`src/rtl/core/fijs_sqrt.sv`:
```
// Digit-by-digit integer square root of a 64-bit value, one root bit a cycle.
// Depends on nothing.
`default_nettype none
module fijs_sqrt (
   input  wire logic        clock,
   input  wire logic        reset,
   input  wire logic        start,
   input  wire logic [63:0] radicand,
   output logic             busy,
   output logic [31:0]      root
);
   logic [63:0] val_ff, val_in;
   logic [33:0] rem_ff, rem_in;
   logic [31:0] root_ff, root_in;
   logic [5:0]  cnt_ff, cnt_in;
   logic [33:0] shifted, trial;

   // remainder takes two bits per step; subtract 4*root+1
   always_comb begin
      val_in  = val_ff;
      rem_in  = rem_ff;
      root_in = root_ff;
      cnt_in  = cnt_ff;
      shifted = {rem_ff[31:0], val_ff[63:62]};
      trial   = shifted - {root_ff, 2'b01};
      if (start) begin
         val_in  = radicand;
         rem_in  = '0;
         root_in = '0;
         cnt_in  = 6'd32;
      end else if (cnt_ff != 6'd0) begin
         cnt_in = cnt_ff - 6'd1;
         val_in = {val_ff[61:0], 2'b00};
         if (!trial[33] && !(rem_ff[33] || rem_ff[32])) begin
            rem_in  = trial;
            root_in = {root_ff[30:0], 1'b1};
         end else begin
            rem_in  = shifted;
            root_in = {root_ff[30:0], 1'b0};
         end
      end
   end

   always_ff @(posedge clock) begin
      val_ff  <= val_in;
      rem_ff  <= rem_in;
      root_ff <= root_in;
      if (reset) cnt_ff <= '0;
      else       cnt_ff <= cnt_in;
   end

   assign busy = (cnt_ff != 6'd0) || start;
   assign root = root_ff;
endmodule
`default_nettype wire

```
`config.mk`:
```
export PLATFORM = sky130hd
export DESIGN_NAME = fijs_sqrt
export DESIGN_NICKNAME = d
export VERILOG_FILES = /design/src/rtl/core/fijs_sqrt.sv
export SDC_FILE = /design/constraint.sdc
export NUM_CORES = 1
export LEC_CHECK = 0
export BUFFER_PORTS_ARGS = -buffer_cell sky130_fd_sc_hd__buf_2
export CAP_MARGIN = 5
export CORE_ASPECT_RATIO = 1.4
export CORE_UTILIZATION = 50
export DETAILED_ROUTE_END_ITERATION = 10
export HOLD_SLACK_MARGIN = 0.08
export PLACE_DENSITY = 0.73
export REMOVE_ABC_BUFFERS = 1
export SYNTH_ARGS = -nofsm -noshare
export SYNTH_HDL_FRONTEND = slang
export SYNTH_SLANG_ARGS = --single-unit
```
`constraint.sdc`:
```
create_clock -name clock -period 3.28 [get_ports clock]
set_input_delay 0.656 -clock clock [delete_from_list [all_inputs] [get_ports clock]]
set_output_delay 0.656 -clock clock [all_outputs]
set_load 0.01 [all_outputs]
```
* Yosys cells after proc, flatten, opt, wreduce, memory -nomap -nowiden *
Index checks and enable logic that the tools add are counted.

storage, ports and cells
  register bits after elaboration = 136
  output and inout port bits = 33
  logic and storage cells = 21

operators by class
  add/sub/neg operators = 2
  multiplexer cells = 6
  reduce and logical (&&, ||, !) cells = 8

operators with widths
  kind                                               number
  two-way mux 64 bit                                 2
  two-way mux 34 bit                                 1
  subtractor 34 bit                                  1
  two-way mux 6 bit                                  2
  nonzero test 6 bit                                 1
  subtractor 6 x 1 -> 6 bit (second input constant)  1
  zero test 1 bit                                    2
  logical OR 1 bit                                   2
  nonzero test 2 bit                                 1
  OR reduction 2 bit                                 1
  logical AND 1 bit                                  1
  two-way mux 1 bit                                  1

* Longest topological paths before layout *
  depth in word-level cells = 4
  mapped depth = 14
  depth with buffers taken out = 11

* Worst setup path before layout *
OpenSTA, ideal clock, no wires.

  path type = register to output
  start = register cnt_ff[0]
  end = output port busy
  data arrival time = 2.703 ns
  data required time = 2.624 ns
  setup slack = -0.079 ns
  stages on the path, launching flop included = 9
  cells stage by stage = dfxtp_1 -> inv_1 -> ha_1 -> nand2_1 -> or3_1 -> clkbuf_1 -> clkbuf_1 -> nor2_1 -> inv_1

on the way
  longest elaborated chain between the ends = 2

RTL lines
  item                      line  text
  start: declaration        15    logic [5:0] cnt_ff, cnt_in;
  start signal: assignment  49    else cnt_ff <= cnt_in;
  nonzero test 6 bit        52    assign busy = (cnt_ff != 6'd0) || start;
  logical OR 1 bit          52
  end: declaration          9     output logic busy,

No other way between the ends.

* Worst setup path after layout *
  start = register root_ff[12], in the netlist root[12]
  end = register rem_ff[9]

on the way
  longest elaborated chain between the ends = 4

RTL lines
  item                      line  text
  start: declaration        14    logic [31:0] root_ff, root_in;
  start signal: assignment  47    root_ff <= root_in;
  subtractor 34 bit         25    trial = shifted - {root_ff, 2'b01};
  zero test 1 bit           34    if (!trial[33] && !(rem_ff[33] || rem_ff[32])) begin
  logical AND 1 bit         34
  two-way mux 34 bit        34
  end signal: assignment    46    rem_ff <= rem_in;
  end: declaration          13    logic [33:0] rem_ff, rem_in;

No other way between the ends.
A chain may end at the register's enable or synchronous reset.

==> summary.md <==
| Metric | Value |
|---|---|
| Status | `finished clean` |
| Layout Nets | `961` |
| Final Slew Violations | `0` |
| Cell taking the most area after synthesis | `edfxtp_1` |
| Area delta synth->final | `17.76%` |
| Port Buffers | `99` |
| Critical Path RT | `3.61 ns` |
| Clk_lat worst skew | `0.41 ns` |
| Post-synth EDFFs | `64` |
| Antenna diode count | `0` |
| Antenna violations before repair | `0` |
| Worst relative slew slack | `48.95%` |
| Share of layout cells above drive strength 1 | `26.23%` |
| Final setup vio count | `0` |
| WL final | `16450 um` |
| RSZ-0062 raised after global routing | `no` |
| Worst VDD drop | `526.7 uV` |
| Post-DP HPWL | `11670 um` |
| Synth Flop Type | `dfxtp_1` |
| Sink Count | `136` |
| CTS H-tree lvls | `4` |
| Post-synth ARST share | `0%` |
| Antenna Nets Post-Route | `0` |
| Fillers | `1261` |
| Pwr/cell area | `939.4 nW/um2` |
| Die Area | `15320 um2` |
| Critical path arrival | `3.41 ns` |
| Vias per cell | `5.597` |
| Synth Instances | `768` |
| Fin util | `60.44%` |
| Reg-to-reg slack, setup | `0.20 ns` |
| I/O pin count | `100` |
| Die Wd | `104.9 um` |
| Final Cycle Share | `93.90%` |
| Max Clock Skew | `0.006359 ns` |
| Global Route Usage Sum | `21.89%` |
| DRC | `0` |
| Wire per inst | `15.49 um` |
| Post-synth top cells | `110 x nand2_1, 72 x dfxtp_1, 66 x a21oi_1` |
| CTS tree | `done` |
| Worst-path fanout max | `16` |
| Class of the worst hold path | `register to register` |
| First-pass GRT wire length | `27050 um` |
| Crit. End Element | `register` |
| CTS Hold Bufs | `0` |
| Synth top area cells | `edfxtp_1 26%, dfxtp_1 19%, mux2_2 9.4%` |
| Root Driver | `clkbuf_16` |
| Startpoint Class | `register` |
| Fmax | `324.7 MHz` |
| Synth top area share | `25.92%` |
| # rows | `52` |
| Min-delay src | `rem_ff[33]$_SDFFE_PP0P_` |
| Synth Register Bits | `136` |
| Syn_area_per_cell | `9.653 um2` |
| Hold Path Depth | `2` |
| Max-cap viol count | `0` |
| Grt total ovfl | `0` |
| Vias in the first global route | `5751` |
| Hold Vio Cnt, Final | `0` |
| Count leader, synth | `nand2_1` |
| Initial DRC Count | `282` |
| Starting density of the core | `51.33%` |
| Crit Path Category | `register to register` |
| Core box area | `14440 um2` |
| Worst Hold Slack | `0.4530 ns` |
| Clock-pin slew on the worst setup and hold paths | `0.06 ns` |
| First-pass iteration count of the detailed router | `4` |
| Yosys warns | `0` |
| Post-synthesis cell type count | `64` |
| Pin count of the biggest net entering global routing | `81` |
| Critical R2R Launch | `root[12]$_SDFFE_PP0P_` |
| Vias | `5944` |
| GPL Wtd Cong | `0.8942` |
| Reg2reg path depth | `12` |
| Worst-Margin Slew | `0.7658 ns` |
| Max Root-Sink Buffers | `2` |
| Clock buffer count from CTS | `17` |
| Leakage | `3.470 nW` |
| Area of the mapped netlist | `7413 um2` |
| Hold EP | `rem_ff[33]$_SDFFE_PP0P_` |
| Final min period | `3.080 ns` |
| R2r endpoint | `rem_ff[9]$_SDFFE_PP0P_` |
| Die Ht | `146.1 um` |
| Register area share after synthesis | `45.37%` |
cell type report:
| cell class | count | area, um2 | share of cell area (%) |
|---|---|---|---|
| tap | 189 | 236.5 | 2.709 |
| timing repair buffer | 117 | 661.9 | 7.582 |
| sequential | 136 | 3363 | 38.53 |
| clock buffer | 17 | 425.4 | 4.873 |
| inverter | 44 | 165.2 | 1.892 |
| multi-input combinational | 545 | 3740 | 42.84 |
| clock inverter | 14 | 137.6 | 1.577 |
through the flow:
step                      worst slack (ns)  setup TNS, ns  power (mW)  instance area (um2)  cells
after detailed placement            0.1888              0       6.266                 8128   1031
after global placement              0.2427              0       6.240                 8128   1031
after global routing              0.005589              0       8.748                 8730   1062
after CTS                           0.1533              0       8.155                 8691   1062
final                               0.2001              0       8.201                 8730   1062
after floorplan                    -0.8897         -66.83       5.208                 7227    725
cell families after synthesis:
| family | Yosys count | synth area share, % |
|---|---|---|
| mux | 70 | 10.50 |
| xor+xnor | 27 | 3.190 |
| simple gates | 228 | 13.82 |
| flops | 136 | 45.37 |
| fa+ha+maj | 33 | 5.570 |
| buf+inv | 87 | 4.743 |
| compound gates | 187 | 16.81 |
power breakdown:
part | internal [mW] | leakage, nW | switching [mW]
clock | 1.06 | 0.266 | 0.794
combinational | 1.67 | 1.96 | 2.27
sequential | 2.21 | 1.25 | 0.197
total | 4.94 | 3.47 | 3.26
registers in the layout (all words and copies together) (netlist names):
| register | count |
|---|---|
| cnt_ff | 6 |
| val_ff | 64 |
| root | 32 |
| rem_ff | 34 |
worst max-delay path, stage by stage, from the launching register on:
cell and delay (ns):
dfxtp_1 0.36, inv_1 0.06, ha_1 0.35, a21o_1 0.19, a21o_1 0.20, a21oi_1 0.17
a41oi_2 0.22, a211o_1 0.40, a22o_2 0.28, or2_1 0.24, buf_6 0.18, mux2i_1 0.13
a211oi_1 0.21
worst max path at each step:
stage / start / to / slack [ns] / cells after the start
2_1_floorplan: cnt_ff[0]$_SDFFE_PP0P_ / busy / -0.89 / 6
3_3_place_gp: root[24]$_SDFFE_PP0P_ / rem_ff[9]$_SDFFE_PP0P_ / 0.24 / 12
3_5_place_dp: root[12]$_SDFFE_PP0P_ / rem_ff[20]$_SDFFE_PP0P_ / 0.19 / 11
4_1_cts: root[12]$_SDFFE_PP0P_ / rem_ff[1]$_SDFFE_PP0P_ / 0.15 / 12
5_1_grt: root[12]$_SDFFE_PP0P_ / rem_ff[23]$_SDFFE_PP0P_ / 0.006 / 12
6_report: root[12]$_SDFFE_PP0P_ / rem_ff[9]$_SDFFE_PP0P_ / 0.20 / 12
placed cells by master, fill, tap and decap left out, types with 10 or more instances in the layout:
cell	synthesis	routed
nand2_1	110	110
buf_2	2	98
dfxtp_1	72	72
a21oi_1	66	65
edfxtp_1	64	64
mux2_2	62	62
nor2_1	44	44
inv_1	44	43
ha_1	33	33
xnor2_1	19	19
clkbuf_16	0	17
nand3_1	16	16
o21ai_0	16	16
buf_4	2	16
a211oi_1	16	15
a311oi_1	13	13
nor3_1	13	12
a21o_1	11	11
o211ai_1	10	10
routing by layer:
metal	share of wire (%)	track usage, %	vias up	wire [um]
met5	0	0	-	0
met1	41	24.30	2788	6698
met4	3.0	9.437	0	487
met3	5.4	5.759	43	890
li1	-	-	2963	-
met2	51	39.17	150	8371
what timing repair did:
action                     4_1_cts  5_1_grt
setup endpoints to repair        0       19
buffers inserted                 0        0
gates resized for setup          0        7
Power figures use the tool's default switching activity.
