===== config.mk =====
export PLATFORM = sky130hd
export DESIGN_NAME = fijs_divider
export DESIGN_NICKNAME = d
export VERILOG_FILES = /design/src/rtl/core/fijs_divider.sv
export SDC_FILE = /design/constraint.sdc
export NUM_CORES = 1
export LEC_CHECK = 0
export ABC_AREA = 1
export BUFFER_PORTS_ARGS = -buffer_cell sky130_fd_sc_hd__buf_2
export CAP_MARGIN = 10
export CORE_AREA = 2 2 137 139
export DETAILED_ROUTE_END_ITERATION = 7
export DIE_AREA = 0 0 139 141
export SETUP_SLACK_MARGIN = 0.3
export SLEW_MARGIN = 30
export SYNTH_ARGS = -nofsm -noshare
export SYNTH_HDL_FRONTEND = slang
export SYNTH_SLANG_ARGS = --single-unit

===== constraint.sdc =====
create_clock -name clock -period 2.95 [get_ports clock]
set_clock_uncertainty 0.2 [all_clocks]
set_input_delay 0.295 -clock clock [delete_from_list [all_inputs] [get_ports clock]]
set_output_delay 0.295 -clock clock [all_outputs]
set_load 0.02 [all_outputs]

===== src/rtl/core/fijs_divider.sv =====
// Bit-serial restoring divider: 64-bit dividend by 32-bit divisor, one quotient bit a cycle.
// Depends on nothing.
`default_nettype none
module fijs_divider (
   input  wire logic        clock,
   input  wire logic        reset,
   input  wire logic        start,
   input  wire logic [63:0] dividend,
   input  wire logic [31:0] divisor,
   output logic             busy,
   output logic [63:0]      quotient
);
   logic [63:0] quo_ff, quo_in;
   logic [32:0] rem_ff, rem_in;
   logic [6:0]  cnt_ff, cnt_in;
   logic [32:0] trial;

   // one shift-subtract step per cycle
   always_comb begin
      quo_in = quo_ff;
      rem_in = rem_ff;
      cnt_in = cnt_ff;
      trial  = {rem_ff[31:0], quo_ff[63]} - {1'b0, divisor};
      if (start) begin
         quo_in = dividend;
         rem_in = '0;
         cnt_in = 7'd64;
      end else if (cnt_ff != 7'd0) begin
         cnt_in = cnt_ff - 7'd1;
         if (!trial[32] || rem_ff[31]) begin
            rem_in = {1'b0, trial[31:0]};
            quo_in = {quo_ff[62:0], 1'b1};
         end else begin
            rem_in = {rem_ff[31:0], quo_ff[63]};
            quo_in = {quo_ff[62:0], 1'b0};
         end
      end
   end

   always_ff @(posedge clock) begin
      quo_ff <= quo_in;
      rem_ff <= rem_in;
      if (reset) cnt_ff <= '0;
      else       cnt_ff <= cnt_in;
   end

   assign busy     = (cnt_ff != 7'd0) || start;
   assign quotient = quo_ff;
endmodule
`default_nettype wire


# Word-level counts from Yosys, hierarchy flattened
# Cells that the tools add are included.
# op_classes
n_addsub,2
multipliers,0
div,0
n_lt_le_gt_ge,0
n_eq_ne,0
n_shift,0
muxes,6
bitwise_logic,0
reduce_logical,6
# op_table
cell,count
$mux 64,2
$sub 33x32->33,1
$mux 32,1
$mux 7,2
$reduce_bool 7->1,1
$sub 7x1->7 const B,1
$logic_or 1x1->1,2
$reduce_bool 2->1,1
$reduce_or 2->1,1
$logic_not 1->1,1
$mux 1,1
# word_totals
regBits,103
latchBits,0
ramBits,0
rom_bits,0
output_inout_bits,65
memories,0

# Depth between registers and ports, before layout
# Gate-level depths: netlist of run 1.
# depth
depth_word,6
mapped_depth,17
mapped_depth_nobuf,16

# Least setup slack after synthesis of run 1
# OpenSTA, ideal clock, no wires.
# synth_timing
kind,register to register
from,reg cnt_ff[0]
to,"reg quo_ff[0], in the netlist quotient[0] (enable)"
setup_time_ps,400
t_arrival_ps,1963
required_ps,2350
slack_ps,388
path_stages_with_launch,11
n_path_buf,1
synth_period_minus_slack_ps,2562
cell_sequence,dfxtp_1 > inv_1 > ha_1 > nand2_1 > nor3_1 > inv_1 > nor2_2 > inv_1 > nor2_2 > inv_1 > buf_2
# synth_between
elab_chain_len,2
# synth_lines
item,line_no,text
"start, declared",15,"logic [6:0] cnt_ff, cnt_in;"
"start signal, assigned",44,else cnt_ff <= cnt_in;
$reduce_bool 7->1,28,end else if (cnt_ff != 7'd0) begin
$reduce_bool 2->1 (no source line),--,
"end signal, assigned",41,quo_ff <= quo_in;
"end, declared",13,"logic [63:0] quo_ff, quo_in;"
# No other way between the ends.
# A chain may end at the register's enable or synchronous reset.

# Worst setup path in the final report of run 1
# layout_timing
from,"reg quo_ff[63], in the netlist quotient[63]"
to,reg rem_ff[1]
# layout_between
elab_chain_len,4
# layout_lines
item,line_no,text
$sub 33x32->33 *,23,"trial = {rem_ff[31:0], quo_ff[63]} - {1'b0, divisor};"
$logic_not 1->1,30,if (!trial[32] || rem_ff[31]) begin
$logic_or 1x1->1,30,
$mux 32 *,30,
"end signal, assigned",42,rem_ff <= rem_in;
"end, declared",14,"logic [32:0] rem_ff, rem_in;"
# Mark *: on every way between the ends. The rest lies on a longest branch, timed or not.

==> metrics, run 1 <==
total routed wirelength 20.65 mm; f_max 397.5 MHz; Total Power 6552 uW; most frequent cells in the layout nand2_1, inv_1, buf_2; CTS max path bufs 2; Root Buffer clkbuf_16; Buf/Inv on CP 3; row cnt 50; Synth Cell Area 7286 um2; CTS Sinks 103; Switching Fraction 0.4278; Crit path top cell by count nand3_1; proportion of layout cells with a drive suffix above 1 0.1691; RSZ-0062 raised after global routing false; Die X 139 um; residual overflow from global routing 0; Slew headroom 0.5622; post-synth net total 1252; htree depth 3; worst path required time 3.03 ns; die area 19600 um2; Worst IR Drop VDD 391.8 uV; port bufs 163; Max Cap Viol 0; Total Nets Final 1453; post-route ant nets 0; crit start category register; most common cell after layout, fill and taps aside nand2_1; combinational share of power 0.464; post-synthesis sequential area ratio 0.3709; all-layer global routing usage 0.1990; Max Slew Vio Count 0; met3 routed WL 955 um; Least-Margin Pin Slew 0.6567 ns; largest net degree at the start of global routing 65; n_diodes 0; Initial Util 0.3988; final-report setup violation count 0; Met1 Routed Length 9.530 mm; Worst EP arrival 2.60 ns; gp weighted congestion 0.9181; Residual DRC 0; Post-Synthesis Cells 1119; first-pass GRT wire length 31.98 mm; Hold/Removal Path Class in2reg; worst-path fanout max 16; HPWL after DPL 14.77 mm; Finished Cell Area 9208 um2; Routed WL per cell 13.25 um; pwr dens 711.6 nW/um2; internal power 3749 uW; post-route clock period utilization 0.8528; boundary pin count 164; Setup crit end kind register; clock share of power 0.200; register bit total from synthesis 103; Pre-antenna DRT Iters 4; Setup TNS 0 ns; total core area 18270 um2; DR top layer met4; Worst-Skew Late Latency 0.36 ns; vias 7197; worst stage delay on the critical path 0.40 ns; DP Area 8333 um2; Tmin final 2.516 ns; cell leakage power 0.005188 uW; Synth cell types 32; chip height 141 um; CTS tree yes; clock slew at reported path FFs 0.08 ns; synthesized area per cell 6.511 um2; Max stage delay cell, worst path fa_2; TritonCTS buffer count 9; met2 WL 9.751 mm; Area Overhead vs Synth 26.38%; sequential share of power 0.335; Via density 4.616; sw power 2803 uW; YS warnings 0; status complete, no violations; CP Cell Sequence inv_2 > ha_4 > fa_2 > inv_2 > nand2_1 > nand2_1 > nand3_1 > nand2_2 > nand2_2 > nand2_4 > nand3_4 > clkbuf_16 > nand3_1 > nand3_1 > o21ai_0; initial antenna violation count 0; number of DRC markers in iteration 0 471; number of global-route vias before repair 6723; Top delay family on crit path simple AND/OR/NAND/NOR gates; Final Hold Fails 0; critical path type reg2reg
[layout make-up]
type / instances / area, um2
fillers: 1884 / 9060
clock buffers: 9 / 225.2
clock inverters: 7 / 96.34
well taps: 234 / 292.8
repair buffers: 217 / 1399
flip-flops and latches: 103 / 2703
inverters: 202 / 760.7
multi-input cells: 787 / 3731
[worst reg2reg max path: stages (launching register included)]
cell	delay [ns]
edfxtp_1	0.37
inv_2	0.06
ha_4	0.16
fa_2	0.40
inv_2	0.08
nand2_1	0.05
nand2_1	0.09
nand3_1	0.08
nand2_2	0.08
nand2_2	0.06
nand2_4	0.07
nand3_4	0.22
clkbuf_16	0.28
nand3_1	0.08
nand3_1	0.08
o21ai_0	0.09
[Yosys cell counts, drive strengths merged]
library cell    n  area, um2
a31oi           1      6.260
or2             1      6.260
nor2           54      215.2
nand3b         17      127.6
o21ai          16      80.07
xnor2          15      131.4
edfxtp         64       1922
nand4           6      37.54
fa              1      20.02
dfxtp          39      780.8
nand2         535       2031
nand3          76      422.9
clkbuf         11      41.29
and3            1      6.260
and2            7      43.79
nor3            2      10.01
clkinv          1      3.750
xor2            3      26.28
a21oi          17      96.35
buf            18      110.1
inv           201      754.5
ha             33      412.9
[power by group through the flow]
stage               clock network, uW  logic (uW)  registers [uW]
CTS                              1340        2940            2200
finish                           1310        3040            2200
global route                     1400        3400            2240
detailed placement                  0        2900            2220
global placement                    0        2880            2220
floorplan                           0        1800            2520
[state kept, by name (all words and copies together), names as in the netlist]
register and flops:
quotient 64, rem_ff 32, cnt_ff 7
[routing by layer]
| metal | GRT usage | up-vias |
|---|---|---|
| li1 | - | 3804 |
| met1 | 0.2606 | 3198 |
| met2 | 0.3342 | 161 |
| met3 | 0.03838 | 34 |
| met4 | 0.06114 | 0 |
| met5 | 0 | - |
[final timing paths]
path / from / endpoint / slack [ns] / depth (start not counted)
hold reg to reg: rem_ff[19]$_SDFFE_PP0P_ / rem_ff[19]$_SDFFE_PP0P_ / 0.27 / 2
setup reg to reg: quotient[63]$_DFFE_PP_ / rem_ff[1]$_SDFFE_PP0P_ / 0.43 / 15
setup / recovery: quotient[63]$_DFFE_PP_ / rem_ff[1]$_SDFFE_PP0P_ / 0.43 / 15
hold / removal: dividend[14] / quotient[14]$_DFFE_PP_ / 0.007 / 3
[kinds of logic (layout without fill, tap and decap cells)]
group                    Yosys count  count (layout)  synth area share
AND/OR/NAND/NOR                  699             701            0.3981
flip-flops                       103             103            0.3709
adder cells (fa/ha/maj)           34              34           0.05942
AO/OA/AOI/OAI                     34              34           0.02507
buffers and inverters            231             435            0.1248
XOR/XNOR                          18              18           0.02164
[what timing repair did]
item / CTS / global route
resized for setup: 0 / 13
hold endpoints to repair: 35 / 2
hold buffers: 35 / 2
buffers inserted: 0 / 4
setup endpoints to repair: 0 / 34
[per-stage QoR]
step,hold WS (ns),setup WS [ns],instances,utilization
floorplan,0.1641,0.3878,1119,-
global placement,0.2426,0.3821,1497,0.4562
detailed placement,0.2627,0.3162,1497,0.4562
CTS,0.0001146,0.3375,1548,0.4929
global route,0.002889,0.2610,1559,0.5040
finish,0.006880,0.4343,1559,0.5040
Note: power is estimated with default switching activity, not from simulation.
==> run 2, diff against run 1 <==
- CORE_AREA: 2 2 137 139 -> 2 2 148 150
- DIE_AREA: 0 0 139 141 -> 0 0 150 152
- PLACE_DENSITY: default -> 0.51
==> metrics, run 2 (synthesis gave the netlist of run 1 again) <==
Setup TNS 0 ns; pwr dens 716.9 nW/um2; Die X 150 um; RSZ-0062 raised after global routing false; vias 7052; Least-Margin Pin Slew 0.6528 ns; first-pass GRT wire length 32.10 mm; Max Slew Vio Count 0; HPWL after DPL 15.31 mm; initial antenna violation count 1; TritonCTS buffer count 9; DP Area 8391 um2; die area 22800 um2; chip height 152 um; number of DRC markers in iteration 0 441; Routed WL per cell 12.93 um; post-route clock period utilization 0.8249; final-report setup violation count 0; largest net degree at the start of global routing 65; row cnt 54; Via density 4.458; total routed wirelength 20.45 mm; Final Hold Fails 0; boundary pin count 164; clock slew at reported path FFs 0.08 ns; htree depth 3; most frequent cells in the layout nand2_1, inv_1, buf_2; Finished Cell Area 8957 um2; n_diodes 0; R2R Setup Slk 0.52 ns; CTS max path bufs 2; worst-path fanout max 8; Root Buffer clkbuf_16; total core area 21350 um2; Worst EP arrival 2.45 ns; f_max 411.0 MHz; number of global-route vias before repair 6454; max reg flops 64; Max Cap Viol 0; Pre-antenna DRT Iters 5; Area Overhead vs Synth 22.94%; Setup crit end kind register; proportion of layout cells with a drive suffix above 1 0.1682; Worst IR Drop VDD 284.5 uV; Residual DRC 0; port bufs 163; most common cell after layout, fill and taps aside nand2_1; status complete, no violations; Hold/Removal Path Class in2reg; post-route ant nets 0; worst path required time 2.97 ns; residual overflow from global routing 0; Total Nets Final 1430; crit start category register; gp weighted congestion 0.9036; cell leakage power 0.005046 uW; all-layer global routing usage 0.1764; critical path type reg2reg; CTS Sinks 103; Worst-Skew Late Latency 0.35 ns; Slew headroom 0.5648; CTS tree yes; Initial Util 0.3412; Tmin final 2.433 ns
run 2: changes by cell type in the layout (fill, tap and decap cells not counted), moves of 2 or more:
cell | previous run | this run
buf_6 | 0 | 2
clkbuf_16 | 12 | 9
dlygate4sd3_1 | 37 | 15
inv_1 | 197 | 199
inv_2 | 3 | 1
inv_6 | 0 | 4
nor2_2 | 6 | 4
nor2_4 | 0 | 2
run 2: per-layer routing:
layer | vias to the layer above | wire length [um] | GRT usage
met3 | 19 | 975 | 0.03123
met5 | - | 0 | 0
li1 | 3763 | - | -
met4 | 0 | 275 | 0.04178
met1 | 3117 | 9603 | 0.2373
met2 | 153 | 9593 | 0.2938
run 2: repair_timing:
action / 4_1_cts / 5_1_grt
pin swaps: 0 / 4
setup buffers: 0 / 4
cloned: 0 / 4
hold buffers: 15 / 0
endpoints found under the setup margin: 32 / 33
hold endpoints to repair: 15 / 0
resized for setup: 1 / 10
run 2: layout make-up:
| class | count | area, um2 |
|---|---|---|
| inverters | 202 | 760.7 |
| fillers | 2381 | 12390 |
| well taps | 280 | 350.3 |
| clock inverters | 6 | 57.56 |
| repair buffers | 192 | 1091 |
| multi-input cells | 789 | 3766 |
| flip-flops and latches | 103 | 2703 |
| clock buffers | 10 | 229.0 |
run 2: per-stage QoR:
stage / hold WS [ns] / setup WS, ns / power [uW] / utilization / std cells
6_report: 0.01191 / 0.5166 / 6422 / 0.4195 / 1582
5_1_grt: 0.008331 / 0.2856 / 6930 / 0.4195 / 1582
4_1_cts: 0.001190 / 0.2951 / 6397 / 0.4139 / 1574
3_5_place_dp: 0.2472 / 0.1514 / 5146 / 0.3930 / 1543
3_3_place_gp: 0.2459 / 0.2194 / 5162 / 0.3930 / 1543
2_1_floorplan: 0.1641 / 0.3878 / 4324 / - / 1119
run 2: critical path: stages (launching register included):
cell and delay [ns]:
edfxtp_1 0.34, inv_1 0.06, ha_1 0.20, fa_2 0.36, inv_1 0.09, nand2_1 0.05, nand2_1 0.07, nand3_1 0.08
nand2_2 0.10, nand2_2 0.07, nand2_4 0.09, nand3_4 0.20, nand2_8 0.19, nand2_1 0.06, nand3_1 0.06, o21ai_0 0.08
run 2: final timing paths:
kind                                           endpoint                    start  depth (start not counted)
worst max register to register   rem_ff[1]$_SDFFE_PP0P_   quotient[63]$_DFFE_PP_                         15
worst min register to register  rem_ff[31]$_SDFFE_PP0P_  rem_ff[31]$_SDFFE_PP0P_                          2
worst min-delay path             quotient[16]$_DFFE_PP_             dividend[16]                          3
worst max-delay path             rem_ff[1]$_SDFFE_PP0P_   quotient[63]$_DFFE_PP_                         15
run 2: power by group:
part | switching (uW) | internal [uW] | total [uW]
Combinational | 1990 | 1050 | 3030
Sequential | 204 | 1990 | 2190
Clock | 597 | 599 | 1200
Total | 2790 | 3630 | 6420
==> run 3, diff against run 2 <==
- clock period: 2.95 -> 2.25 ns (I/O delays scaled with it)
==> metrics, run 3 (synthesis gave the netlist of run 1 again) <==
storage element area 2705 um2; status finished, violations left; most common cell after layout, fill and taps aside nand2_1; residual overflow from global routing 0; post-route ant nets 0; all-layer global routing usage 0.1931; max reg flops 64; gp weighted congestion 0.9027; clock share of power 0.169; crit start category register; chip height 152 um; HPWL after DPL 16.31 mm; post-route clock period utilization 1.012; Tmin final 2.278 ns; failing checks negative setup slack; critical path type reg2reg; combinational share of power 0.540; WHS Path Cells 3; Initial Util 0.3412; Routed WL per cell 13.09 um; boundary pin count 164; Reg2Reg Depth 16; number of DRC markers in iteration 0 370; worst-path fanout max 7; Via density 4.388; die area 22800 um2; final-report setup violation count 13; CTS tree yes; TritonCTS buffer count 9; Final WS setup -0.02785 ns; Final Hold Fails 0; CTS Sinks 103; post-route insts no fill 1718; clock slew at reported path FFs 0.08 ns; first-pass GRT wire length 35.41 mm; vias 7539; RSZ-0062 raised after global routing true; worst path required time 2.30 ns; Die X 150 um; Worst EP arrival 2.32 ns; Residual DRC 0; Max Slew Vio Count 0; Least-Margin Pin Slew 0.6536 ns; footprint of the multi-input gates 3960 um2; Max Cap Viol 0; total core area 21350 um2; Util after Layout 0.5002; CTS max path bufs 2; sw power 4181 uW; pwr dens 931.1 nW/um2; initial antenna violation count 1; port bufs 163; proportion of layout cells with a drive suffix above 1 0.2526; internal power 5763 uW; Pre-antenna DRT Iters 4; number of global-route vias before repair 7147; Worst IR Drop VDD 646.5 uV; sequential share of power 0.291; row cnt 54; htree depth 3; Hold/Removal Path Class in2reg; Placed Cells 1612; total routed wirelength 22.49 mm; cell leakage power 0.005891 uW; Slew headroom 0.5643; Root Buffer clkbuf_16; largest net degree at the start of global routing 64; most frequent cells in the layout nand2_1, inv_1, buf_2; f_max 439.0 MHz; Switching Fraction 0.4205; Total Nets Final 1565; Area Overhead vs Synth 46.57%; Worst-Skew Late Latency 0.37 ns; fillers 2216; Setup crit end kind register
-- run 3: final timing paths --
path,start,endpoint,slack (ns)
setup / recovery,quotient[63]$_DFFE_PP_,rem_ff[7]$_SDFFE_PP0P_,-0.03
hold reg to reg,rem_ff[31]$_SDFFE_PP0P_,rem_ff[31]$_SDFFE_PP0P_,0.26
hold / removal,dividend[0],quotient[0]$_DFFE_PP_,0.06
setup reg to reg,quotient[63]$_DFFE_PP_,rem_ff[7]$_SDFFE_PP0P_,-0.03
-- run 3: area by class of cell --
| class | instances | area share |
|---|---|---|
| antenna | 1 | 0.0002343 |
| clock buffer | 9 | 0.02109 |
| clock inverter | 7 | 0.008787 |
| inverter | 202 | 0.07147 |
| multi-input combinational | 785 | 0.3708 |
| sequential | 103 | 0.2533 |
| tap | 280 | 0.03281 |
| timing repair buffer | 331 | 0.2415 |
-- run 3: metal layers --
metal,GRT usage,vias to the layer above,share of wire
met5,0,-,0
met4,0.05031,0,0.023
li1,-,4027,-
met3,0.02523,36,0.038
met1,0.2587,3309,0.47
met2,0.3272,167,0.47
-- run 3: stage by stage --
step / cell area, um2 / power (uW) / setup WS (ns) / hold WS (ns) / setup TNS (ns)
4_1_cts: 10270 / 9485 / -0.01215 / 0.02440 / -0.08268
3_3_place_gp: 9034 / 7370 / -0.01984 / 0.2130 / -0.3095
6_report: 10680 / 9944 / -0.02785 / 0.05859 / -0.1665
2_1_floorplan: 7326 / 5690 / -0.07856 / 0.09407 / -2.074
3_5_place_dp: 9034 / 7388 / -0.06850 / 0.2046 / -1.357
5_1_grt: 10680 / 10640 / -0.1452 / 0.06974 / -3.889
-- run 3: worst max-delay path, cell delays in order, from the launching register on --
cell	delay, ns
edfxtp_1	0.36
inv_2	0.06
ha_4	0.15
fa_2	0.35
inv_2	0.08
nand2_2	0.05
nand2_2	0.06
nand3_2	0.06
nand2_2	0.09
nand2_2	0.06
nand2_4	0.07
nand3_4	0.12
nand2_8	0.14
clkbuf_16	0.18
nand2_4	0.05
nand3_2	0.06
o21ai_1	0.06
-- run 3: power by group through the flow --
stage / registers [uW] / clock network (uW) / logic (uW)
after CTS: 2880 / 1720 / 4890
after global placement: 2910 / 0 / 4460
after global routing: 2970 / 1770 / 5910
final: 2890 / 1680 / 5370
after detailed placement: 2910 / 0 / 4480
after floorplan: 3300 / 0 / 2390
-- run 3: repair_timing --
action                                 in CTS  in global routing
gates cloned                                3                  5
resized for setup                          33                 61
hold buffers                               64                  0
endpoints found under the hold margin      66                  0
setup endpoints to repair                  96                 99
setup buffers                              12                  5
pin swaps                                   4                  9
