[src/rtl/core/fijs_pkg.sv]
// Package for the frame interval jitter statistics block.
// Widths, the sequencer state type and shared constants. No dependencies.
`default_nettype none
package fijs_pkg;
   localparam int TIME_W  = 63;
   localparam int STAT_W  = 32;
   localparam int MEAN_W  = 40;
   localparam int SSQ_W   = 64;
   localparam int FRAC_W  = 8;
   localparam int DEFAULT_DIGIT_W = 1;

   typedef enum logic [6:0] {
      ST_IDLE  = 7'b0000001,
      ST_SUB   = 7'b0000010,
      ST_DIV1  = 7'b0000100,
      ST_MUL   = 7'b0001000,
      ST_DIV2  = 7'b0010000,
      ST_SQRT  = 7'b0100000,
      ST_OUT   = 7'b1000000
   } state_type;
endpackage
`default_nettype wire

[src/rtl/core/fijs_multiplier.sv]
// Shift-add multiplier, 64 x 64 -> 128, one multiplier digit per cycle.
// Depends on fijs_pkg.
`default_nettype none
module fijs_multiplier #(
   parameter int DIGIT_W = fijs_pkg::DEFAULT_DIGIT_W
) (
   input  wire logic         clock,
   input  wire logic         reset,
   input  wire logic         start,
   input  wire logic [63:0]  mcand,
   input  wire logic [63:0]  mplier,
   output logic              busy,
   output logic [127:0]      product
);
   localparam int STEPS = 64 / DIGIT_W;
   logic [127:0] acc_ff, acc_in;
   logic [63:0]  mc_ff, mc_in;
   logic [63:0]  mp_ff, mp_in;
   logic [6:0]   cnt_ff, cnt_in;
   logic [63+DIGIT_W:0] part;

   // accumulate high part, shift product right by one digit per step
   always_comb begin
      acc_in = acc_ff;
      mc_in  = mc_ff;
      mp_in  = mp_ff;
      cnt_in = cnt_ff;
      part   = (64+DIGIT_W)'(acc_ff[127:64]) +
               (64+DIGIT_W)'(mc_ff * mp_ff[DIGIT_W-1:0]);
      if (start) begin
         acc_in = '0;
         mc_in  = mcand;
         mp_in  = mplier;
         cnt_in = 7'(STEPS);
      end else if (cnt_ff != 7'd0) begin
         cnt_in = cnt_ff - 7'd1;
         acc_in = 128'({part, acc_ff[63:0]} >> DIGIT_W);
         mp_in  = mp_ff >> DIGIT_W;
      end
   end

   always_ff @(posedge clock) begin
      acc_ff <= acc_in;
      mc_ff  <= mc_in;
      mp_ff  <= mp_in;
      if (reset) cnt_ff <= '0;
      else       cnt_ff <= cnt_in;
   end

   assign busy    = (cnt_ff != 7'd0) || start;
   assign product = acc_ff;
endmodule
`default_nettype wire

[config.mk]
export PLATFORM = sky130hd
export DESIGN_NAME = fijs_multiplier
export DESIGN_NICKNAME = d
export VERILOG_FILES = /design/src/rtl/core/fijs_pkg.sv /design/src/rtl/core/fijs_multiplier.sv
export SDC_FILE = /design/constraint.sdc
export NUM_CORES = 1
export LEC_CHECK = 0
export BUFFER_PORTS_ARGS = -buffer_cell sky130_fd_sc_hd__buf_2
export CELL_PAD_IN_SITES_DETAIL_PLACEMENT = 1
export CELL_PAD_IN_SITES_GLOBAL_PLACEMENT = 2
export CORE_MARGIN = 1.5
export CORE_UTILIZATION = 37
export CTS_CLUSTER_SIZE = 14
export DETAILED_ROUTE_END_ITERATION = 8
export PLACE_DENSITY_LB_ADDON = 0.1
export SLEW_MARGIN = 0
export SYNTH_ARGS = -nofsm -noshare
export SYNTH_HDL_FRONTEND = slang
export SYNTH_SLANG_ARGS = --single-unit
[constraint.sdc]
create_clock -name clock -period 10.3 [get_ports clock]
set_clock_uncertainty 0.05 [all_clocks]
set_input_delay 1.03 -clock clock [delete_from_list [all_inputs] [get_ports clock]]
set_output_delay 1.03 -clock clock [all_outputs]
set_load 0.05 [all_outputs]
**Word-level counts from Yosys, hierarchy flattened**

Cells that the tools add are included.

- Word-level logic and storage cells: 16
- Bits in registers: 263
- Bits of input ports: 131
- Output and inout port bits: 129

- Reductions and logical operators: 4
- Multipliers: 1
- Multiplexer cells: 4
- $add $sub $neg: 2

Operator list:

| operator | number |
|---|---|
| 2-to-1 mux 64 bit | 2 |
| adder 64 x 65 -> 65 bit | 1 |
| multiplier 64 x 1 -> 65 bit | 1 |
| 2-to-1 mux 7 bit | 2 |
| nonzero test 7 bit | 1 |
| subtractor 7 x 1 -> 7 bit (second input constant) | 1 |
| nonzero test 2 bit | 1 |
| OR reduction 2 bit | 1 |
| logical OR 1 bit | 1 |

**Logic depth before layout (Yosys ltp)**

Gate-level depths: netlist (run 1).

- Depth in word-level cells: 3
- Gate-level depth with buffers: 14
- Gate-level depth less buffers: 12

**Least setup slack after synthesis (run 1)**

No wires, ideal clock.

- Path kind: input port to output port
- Start point: input port start
- End point: output port busy
- Arrival time: 3,165 ps
- Cell stages on the path: 4
- Required time: 9,220 ps
- Path slack: 6,055 ps
- Buffers on the path: 2
- Cell sequence: clkbuf_1 nor2_1 clkbuf_1 inv_1

- Word-level cells in the longest chain between the ends: 1

RTL lines:

| element | line | source |
|---|---|---|
| start: declaration | fijs_multiplier.sv:9 | `input wire logic start,` |
| logical OR 1 bit | fijs_multiplier.sv:50 | `assign busy = (cnt_ff != 7'd0) \|\| start;` |
| end: declaration | fijs_multiplier.sv:12 | `output logic busy,` |

No other way between the ends.

**Worst setup path in the final report (run 1)**

- Start point: register mp_ff[0]
- End point: register acc_ff[119], in the netlist product[119]

- Word-level cells in the longest chain between the ends: 2

RTL lines:

| element | line | source |
|---|---|---|
| start: declaration | fijs_multiplier.sv:18 | `logic [63:0] mp_ff, mp_in;` |
| start signal: assignment | fijs_multiplier.sv:45 | `mp_ff <= mp_in;` |
| multiplier 64 x 1 -> 65 bit | fijs_multiplier.sv:29 | `(64+DIGIT_W)'(mc_ff * mp_ff[DIGIT_W-1:0]);` |
| adder 64 x 65 -> 65 bit | fijs_multiplier.sv:28 | `part = (64+DIGIT_W)'(acc_ff[127:64]) +` |
| end signal: assignment | fijs_multiplier.sv:43 | `acc_ff <= acc_in;` |
| end: declaration | fijs_multiplier.sv:16 | `logic [127:0] acc_ff, acc_in;` |

No other way between the ends.
A chain may end at the register's enable or synchronous reset.

==> flow_summary_export.csv, run 1 <==
group,metric,value,unit
worst_hold_path,min_path_cells,2,
sta,fin_crit_sh,0.422,
sta,timing.setup.tns,0,ns
sta,fin_ws,5.96,ns
worst_setup_path,critical_path.top_delay_family,"simple AND/OR/NAND/NOR gates",
clocking,cts_sinks,263,
pwr,ir_worst_vdd,0.000133,V
sta,hold_violations,0,
drt,wl_per_cell,19.1,um
clocking,cts_buffers,30,
yosys,seq_area_frac_synth,0.479,
clocking,clockRootBuffer,"clkbuf_16",
grt,grt_pass1_vias,11700,
yosys,syn_inst,1424,
drt,drc,0,
worst_setup_path,critPathArrivalTime,4.80,ns
yosys,syn-num-nets,1621,
clocking,cts.htree.levels,1,
yosys,synth_area_leader_cell,"edfxtp_1",
clocking,clk_latency,0.60,ns
grt,grt_overflow,0,
grt,grt_max_degree,165,
drt,postRouteAntennaNets,0,
drt,drt-initial-drc-count,479,
worst_setup_path,path_common_cell,"o211ai_2",
yosys,syn_area,13700,um2
worst_hold_path,hold_path.class,"flop to flop",
pwr,pwr_density_cell,289,nW/um2
yosys,synth-simple-area-share,0.171,
yosys,synth_cell_types,76,
worst_setup_path,endpoint_kind,"flop",
drt,first_pass_iters,5,
worst_setup_path,crit_buf_inv,0,
status,status,"finished, final reports clean",
grt,grt_first_pass_wirelength,64200,um
grt,antenna_found_initial,7,
yosys,synthAdderAreaFrac,0.0610,
drt,vias,11300,
grt,grt_util_all_layers,0.210,
placement,portBuffers,259,
worst_setup_path,setup.worst_path.class,"flop to flop",
worst_setup_path,cp_slowest_stage_delay,0.97,ns
worst_setup_path,worstRegToRegCells,12,
floorplanning,core,36500,um2
worst_hold_path,holdCritStartpoint,"product[2]",
clocking,cts_max_path_buffers,3,
placement,dp_slack,5.95,ns
yosys,synth_compound_area_frac,0.179,
finish,drive_above_1_share,0.242,
floorplanning,initial_core_util,0.374,
drt,viasPerCell,5.30,
worst_setup_path,path_cells,"and2_1, ha_1, fa_1, a21o_2, a311oi_1, nor4b_2, o211ai_2, a2111oi_4, o211ai_2, and2_4, or4_1, nand3_1",
yosys,yosys.area_share.xor_xnor,0.0275,
placement,routabilityCongestion,0.880,
worst_setup_path,crit_start,"mp_ff[0]",
yosys,synth_edf_count,128,
clocking,cts_setup_buffers,0,
yosys,ys_ff_latch,263,
yosys,muxShareOfSynthArea,0.0526,
sta,slew_viol_final,0,
finish,syn_to_final_growth,19.2,%
sta,worst_slew_pin_slew,1.01,ns
worst_hold_path,hold_end,"product[2]",
sta,maxSlewHeadroom,0.324,
floorplanning,die_w,195,um
clocking,cts.clk_slew.worst_paths,0.06,ns
floorplanning,ios,260,
yosys,yosys_warnings,0,
yosys,synth_top_family_by_area,"compound AO/OA/AOI/OAI gates",
clocking,cts.hold.buffers_added,0,
placement,dp_hpwl,29200,um
sta,fin_crit,4.34,ns
pwr,p_leak,0.00689,uW
yosys,synth_top_area_share,0.281,
drt,wl,40700,um
sta,setup_viol,0,
worst_setup_path,crit_path_start_kind,"flop",
worst_setup_path,r2r-end,"product[119]",
yosys,synth-main-ff-cell,"dfxtp_1",
worst_setup_path,crit_fanout,31,
finish,fillCellCount,4206,
clocking,cts_tree,"yes",
yosys,synth-async-reset-ratio,0,
worst_setup_path,required,10.76,ns
yosys,synth_area_per_cell,9.60,um2
finish,fin_nets,1837,
worst_setup_path,r2r-start,"mp_ff[0]",
worst_setup_path,reg2reg_slack,5.96,ns
yosys,yosys-top-cells-area,"edfxtp_1 (28%), dfxtp_1 (20%), nand2_1 (7.0%)",
floorplanning,die_h,195,um
floorplanning,placementRows,70,
clocking,cts_resized,0,
sta,rsz0062_at_grt,"no",
yosys,synth_common_cells,"nand2_1 (256), a21oi_1 (172), dfxtp_1 (135)",
worst_setup_path,slowest_stage,"edfxtp_1",
yosys,post-synth-top-count-cell,"nand2_1",
job,maxCapViolCount,0,
sta,holdWs,0.419,ns
sta,fmax,230,MHz
floorplanning,dieArea,38100,um2
-- worst min-delay path: cells and delay by family, from the launching register on --
kind,cells,cell delay [ns]
AND/OR/NAND/NOR,1,0.06
AO/OA/AOI/OAI,1,0.05
flip-flops,1,0.32
-- how the worst max path moves through the flow --
stage / end / slack (ns) / cells past startpoint
floorplan: busy / 6.05 / 4
global placement: product[119] / 6.12 / 12
detailed placement: product[119] / 5.95 / 12
CTS: product[119] / 5.89 / 12
global route: product[127] / 5.55 / 12
finish: product[119] / 5.96 / 12
-- state kept, by name (all words and copies together), names as in the netlist --
name     flops
cnt_ff       7
mc_ff       64
mp_ff       64
product    128
-- stage by stage --
stage | instances | cell area, um2 | utilization | power [uW]
after floorplan | 1424 | 13700 | - | 3110
after global placement | 2076 | 15300 | 0.419 | 3670
after detailed placement | 2076 | 15300 | 0.419 | 3690
after CTS | 2132 | 16300 | 0.446 | 4770
after global routing | 2133 | 16300 | 0.446 | 5020
final | 2135 | 16300 | 0.446 | 4710
-- report_power, final --
part | switching (uW) | internal, uW
logic | 1460 | 651
clock network | 448 | 606
registers | 171 | 1370
-- layout make-up --
type / instances / area (um2) / share of cell area
inverters: 25 / 93.8 / 0.00576
well taps: 468 / 586 / 0.0359
repair buffers: 265 / 1360 / 0.0836
flip-flops and latches: 263 / 6550 / 0.402
clock inverters: 17 / 155 / 0.00952
diodes: 3 / 7.51 / 0.000461
multi-input cells: 1055 / 6730 / 0.413
clock buffers: 39 / 815 / 0.0500
-- logic make-up after synthesis --
family	Yosys count
AO/OA/AOI/OAI	388
flip-flops	263
XOR/XNOR	43
multiplexers	64
AND/OR/NAND/NOR	494
buffers and inverters	106
adder cells (fa/ha/maj)	66
-- metal layers --
metal,vias to the layer above,wire length (um),GRT usage
met5,-,62,0
met4,10,747,0.0436
met3,58,3010,0.0674
met2,233,18800,0.343
met1,5452,18100,0.273
li1,5562,-,-
-- layout by cell type (no fill, tap or decap), types with 25 or more instances in the layout --
| master | synthesis | layout |
|---|---|---|
| buf_2 | 9 | 258 |
| nand2_1 | 256 | 256 |
| a21oi_1 | 172 | 172 |
| dfxtp_1 | 135 | 135 |
| edfxtp_1 | 128 | 128 |
| and2_1 | 75 | 75 |
| ha_1 | 65 | 65 |
| mux2_2 | 63 | 63 |
| o21ai_0 | 57 | 57 |
| nor2_1 | 47 | 45 |
| a21o_1 | 42 | 42 |
| clkbuf_16 | 0 | 30 |
| xnor2_1 | 27 | 27 |
| nand3_1 | 25 | 25 |
No activity file was read; power rests on OpenSTA's default activity.
==> inputs of run 2 (changes only) <==
--- a/config.mk
+++ b/config.mk
@@ -9,7 +9,7 @@
 export CELL_PAD_IN_SITES_DETAIL_PLACEMENT = 1
 export CELL_PAD_IN_SITES_GLOBAL_PLACEMENT = 2
 export CORE_MARGIN = 1.5
-export CORE_UTILIZATION = 37
+export CORE_UTILIZATION = 35
 export CTS_CLUSTER_SIZE = 14
 export DETAILED_ROUTE_END_ITERATION = 8
 export PLACE_DENSITY_LB_ADDON = 0.1
==> constraint.sdc (replaced) <==
create_clock -name clock -period 4.4 [get_ports clock]
set_clock_uncertainty 0.05 [all_clocks]
set_input_delay 0.44 -clock clock [delete_from_list [all_inputs] [get_ports clock]]
set_output_delay 0.44 -clock clock [all_outputs]
set_load 0.05 [all_outputs]
==> run 2 against run 1 <==
Against the previous run:
- final cell count rose by 5.3%
- non-clock buffer count rose by 66
- wire length rose by 3.3%
- sequential share of layout area fell by 2.0 points
- combinational power rose by 140%
- utilization fell by 0.20 points
- critical path depth fell by 1
- count of clock-buffer cells in the layout did not move
- critical endpoint is now product[116]
==> flow_summary_export.csv, run 2 (synthesis results as in run 1) <==
group,metric,value,unit
grt,antenna_found_initial,4,
drt,viasPerCell,5.11,
drt,vias,11500,
clocking,clk_latency,0.57,ns
worst_hold_path,hold_path.class,"input port to flop",
finish,drive_above_1_share,0.239,
worst_setup_path,critPathArrivalTime,4.40,ns
pwr,clkPwrFrac,0.244,
pwr,switching_share,0.429,
floorplanning,dieArea,40300,um2
grt,grt_pass1_vias,12100,
clocking,cts.htree.levels,1,
floorplanning,initial_core_util,0.355,
grt,grt_overflow,0,
sta,fin_ws,0.410,ns
pwr,combPwrFrac,0.443,
clocking,cts.hold.buffers_added,61,
floorplanning,die_h,201,um
worst_setup_path,critical_path.top_delay_family,"compound AO/OA/AOI/OAI gates",
sta,setup_viol,0,
worst_setup_path,path_common_cell,"and2_1",
placement,dp_slack,0.351,ns
finish,final_cell_mix,"buf_2 (258), nand2_1 (256), a21oi_1 (172)",
worst_setup_path,endpoint_kind,"flop",
sta,rsz0062_at_grt,"no",
drt,postRouteAntennaNets,0,
floorplanning,core,38600,um2
clocking,cts_max_path_buffers,3,
finish,syn_to_final_growth,25.3,%
pwr,netSwitchingPower,4910,uW
placement,routabilityCongestion,0.862,
worst_setup_path,crit_buf_inv,1,
worst_setup_path,crit_path_start_kind,"flop",
pwr,power.internal,6540,uW
finish,fin_nets,1904,
drt,drt-initial-drc-count,478,
pwr,pwr-share-seq,0.314,
grt,grt_util_all_layers,0.206,
worst_setup_path,path_cells,"buf_4, and2_1, ha_1, and2_1, a221oi_1, a32oi_1, a311oi_1, o311a_1, a21boi_0, or3_1, a32o_1",
clocking,clockRootBuffer,"clkbuf_16",
drt,drc,0,
worst_setup_path,crit_fanout,23,
status,status,"finished, final reports clean",
pwr,ir_worst_vdd,0.000304,V
finish,final_common_cell,"buf_2",
finish,largest_reg_flops,128,
sta,hold_violations,0,
clocking,cts_sinks,263,
worst_setup_path,required,4.81,ns
clocking,cts.clk_slew.worst_paths,0.06,ns
grt,grt_first_pass_wirelength,67000,um
sta,maxSlewHeadroom,0.270,
drt,first_pass_iters,4,
sta,slew_viol_final,0,
sta,fin_crit,3.99,ns
sta,fin_crit_sh,0.907,
sta,worst_slew_pin_slew,1.10,ns
floorplanning,ios,260,
drt,wl,42000,um
placement,portBuffers,259,
pwr,p_leak,0.00724,uW
sta,timing.setup.tns,0,ns
worst_setup_path,setup.worst_path.class,"flop to flop",
clocking,cts_tree,"yes",
clocking,cts_setup_buffers,0,
clocking,cts_buffers,31,
placement,dp_hpwl,29700,um
clocking,cts_resized,0,
worst_setup_path,cp_slowest_stage_delay,0.63,ns
worst_setup_path,slowest_stage,"a311oi_1",
grt,grt_max_degree,196,
floorplanning,die_w,201,um
job,maxCapViolCount,0,
floorplanning,placementRows,72,
pwr,pwr_density_cell,668,nW/um2
finish,antenna_cells,0,
sta,fmax,251,MHz
drt,wl_per_cell,18.7,um
[run 2: cell count changes in the layout (fill, tap and decap cells not counted), moves of 2 or more]
| cell | before | now |
|---|---|---|
| clkinv_2 | 6 | 8 |
| diode_2 | 3 | 0 |
| bufinv_16 | 2 | 7 |
| dlygate4sd3_1 | 0 | 61 |
| clkinv_1 | 7 | 2 |
| buf_4 | 5 | 10 |
[run 2: power groups by stage]
stage,registers [uW],logic (uW),clock network (uW)
CTS,3610,5130,2870
floorplan,4450,2820,0
global route,3670,5550,2970
global placement,3640,5000,0
finish,3590,5070,2790
detailed placement,3650,5060,0
[run 2: routing by layer]
metal,share of wire,wire length (um),global-route usage
met1,0.45,18700,0.260
met4,0.021,898,0.0508
met5,0.0011,45,0
met2,0.47,19700,0.348
met3,0.062,2620,0.0552
[run 2: area by class of cell]
type	count	area, um2
repair buffers	331	2010
multi-input cells	1055	6730
inverters	25	93.8
clock inverters	18	267
flip-flops and latches	263	6550
fillers	4473	21400
well taps	518	648
clock buffers	39	836
[run 2: final timing paths]
kind,startpoint,end,slack (ns),cells past startpoint
max,mp_ff[0],product[116],0.41,11
min,mcand[32],mc_ff[32],0.04,1
max reg2reg,mp_ff[0],product[116],0.41,11
min reg2reg,product[25],product[24],0.41,2
[run 2: through the flow]
stage,area (um2),util,power (uW),hold slack (ns),instances
2_1_floorplan,13700,-,7270,0.422,1424
3_3_place_gp,15400,0.400,8650,0.389,2131
3_5_place_dp,15400,0.400,8710,0.411,2131
4_1_cts,17100,0.444,11600,0.00808,2249
5_1_grt,17100,0.444,12200,0.00720,2249
6_report,17100,0.444,11400,0.0396,2249
==> inputs of run 3 (changes only) <==
--- a/config.mk
+++ b/config.mk
@@ -12,6 +12,7 @@
 export CORE_UTILIZATION = 35
 export CTS_CLUSTER_SIZE = 14
 export DETAILED_ROUTE_END_ITERATION = 8
+export GPL_TIMING_DRIVEN = 0
 export PLACE_DENSITY_LB_ADDON = 0.1
 export SLEW_MARGIN = 0
 export SYNTH_ARGS = -nofsm -noshare
==> run 3 against run 2 <==
Against the previous run:
- non-clock buffer count grew 73
- sequential cell count is the same
- design area grew 1.3%
- utilization grew 0.56 points
- critical path depth grew 3
- clock power shrank 6%
- highest routed layer unchanged
==> flow_summary_export.csv, run 3 (synthesis results as in run 1) <==
group,metric,value,unit
worst_setup_path,r2r-end,"product[119]",
worst_setup_path,crit_start,"mp_ff[0]",
finish,final_cell_mix,"buf_2 (267), nand2_1 (256), a21oi_1 (172)",
floorplanning,dieArea,40300,um2
finish,instances_no_fill,2325,
clocking,cts.htree.levels,1,
floorplanning,placementRows,72,
sta,fin_crit_sh,0.939,
floorplanning,ios,260,
grt,grt_first_pass_wirelength,69600,um
drt,drt-initial-drc-count,490,
status,status,"finished, final reports clean",
pwr,p_leak,0.00730,uW
placement,placed_area,15700,um2
placement,dp_hpwl,32700,um
pwr,ir_worst_vdd,0.000379,V
finish,final_cell_area,17300,um2
drt,wl_per_cell,18.8,um
floorplanning,core,38600,um2
sta,fin_crit,4.13,ns
sta,fmax,242,MHz
worst_setup_path,critPathArrivalTime,4.60,ns
finish,fin_nets,1977,
sta,maxSlewHeadroom,0.282,
floorplanning,die_h,201,um
grt,grt_pass1_vias,12400,
finish,largest_reg_flops,128,
sta,rsz0062_at_grt,"no",
clocking,cts.clk_slew.worst_paths,0.06,ns
sta,hold_violations,0,
worst_setup_path,crit_fanout,10,
finish,drive_above_1_share,0.233,
placement,portBuffers,259,
drt,wl,43800,um
clocking,clockRootBuffer,"clkbuf_16",
sta,slew_viol_final,0,
drt,postRouteAntennaNets,0,
floorplanning,initial_core_util,0.355,
drt,viasPerCell,5.08,
grt,grt_overflow,0,
pwr,pwr_density_cell,659,nW/um2
job,maxCapViolCount,0,
finish,fillCellCount,4547,
clocking,clk_latency,0.58,ns
worst_setup_path,crit_path_start_kind,"flop",
clocking,cts_tree,"yes",
worst_hold_path,hold_path.class,"input port to flop",
grt,grt_max_degree,47,
finish,syn_to_final_growth,26.9,%
worst_setup_path,endpoint_kind,"flop",
clocking,cts_buffers,31,
floorplanning,die_w,201,um
worst_setup_path,reg2reg_slack,0.27,ns
worst_setup_path,setup.worst_path.class,"flop to flop",
drt,first_pass_iters,4,
grt,antenna_found_initial,3,
worst_setup_path,critPathCapture,"product[119]",
pwr,power,11400,uW
worst_setup_path,r2r-start,"mp_ff[0]",
sta,setup_viol,0,
drt,vias,11800,
finish,final_common_cell,"buf_2",
clocking,cts_sinks,263,
worst_setup_path,required,4.87,ns
worst_hold_path,min_path_cells,1,
sta,worst_slew_pin_slew,1.08,ns
drt,drc,0,
worst_setup_path,worstRegToRegCells,14,
placement,routabilityCongestion,0.849,
placement,placed_cells,2203,
finish,finish.utilization,0.450,
grt,grt_util_all_layers,0.216,
clocking,cts_max_path_buffers,3,
-- run 3: changes by cell type in the layout (fill, tap and decap cells not counted), moves of 2 or more --
cell	change
buf_2	+9
buf_1	+2
clkbuf_1	+68
buf_4	-5
clkinvlp_4	+3
diode_2	+2
clkinv_2	-2
bufinv_16	-4
-- run 3: where the power goes --
| group | total [uW] | leakage, uW | internal, uW | switching [uW] |
|---|---|---|---|---|
| clock network | 2630 | 0.000505 | 1560 | 1070 |
| registers | 3580 | 0.00239 | 3210 | 363 |
| logic | 5230 | 0.00441 | 1620 | 3610 |
-- run 3: metrics by stage --
stage / worst slack (ns) / TNS, ns / hold WS [ns]
floorplan: 0.860 / 0 / 0.422
finish: 0.267 / 0 / 0.0311
detailed placement: -0.511 / -3.87 / 0.396
CTS: 0.0876 / 0 / 0.000191
global placement: -1.90 / -92.73 / 0.391
global route: 0.00449 / 0 / 0.00406
-- run 3: layer usage --
| layer | global-route usage | vias to the layer above | wire, um |
|---|---|---|---|
| met4 | 0.0534 | 4 | 859 |
| met2 | 0.365 | 198 | 20800 |
| met5 | 0 | - | 26 |
| met1 | 0.277 | 5711 | 19600 |
| met3 | 0.0521 | 47 | 2580 |
| li1 | - | 5855 | - |
-- run 3: worst max-delay path, cell delays in order, from the launching register on --
cell and delay, ns:
edfxtp_1 0.43, buf_4 0.18, buf_4 0.14, clkbuf_1 0.17
and2_1 0.18, ha_1 0.39, and2_1 0.21, nand3_1 0.11
nor4b_2 0.48, o211ai_2 0.27, a2111oi_4 0.56, o211ai_2 0.19
and2_4 0.20, or4_1 0.41, nand3_1 0.10
-- run 3: timing repair --
item                       4_1_cts  5_1_grt
hold buffers                    59        1
pin swaps                        0        0
setup buffers                    4        0
setup endpoints to repair       22        5
resized for setup                3        3
hold endpoints to repair        59        1
-- run 3: layout make-up --
| class | count | area, um2 | area share |
|---|---|---|---|
| Antenna cell | 2 | 5.00 | 0.000289 |
| Buffer | 79 | 313 | 0.0180 |
| Clock buffer | 42 | 868 | 0.0501 |
| Clock inverter | 16 | 173 | 0.00996 |
| Inverter | 25 | 93.8 | 0.00541 |
| Multi-Input combinational cell | 1055 | 6730 | 0.388 |
| Sequential cell | 263 | 6550 | 0.377 |
| Tap cell | 518 | 648 | 0.0374 |
| Timing Repair Buffer | 325 | 1970 | 0.114 |
-- run 3: worst min-delay path by stage --
stage,start,to,slack [ns]
finish,mcand[33],mc_ff[33],0.03
global route,mcand[33],mc_ff[33],0.004
CTS,mcand[32],mc_ff[32],0.0002
detailed placement,product[0],product[0],0.40
global placement,product[0],product[0],0.39
floorplan,cnt_ff[6],cnt_ff[6],0.42
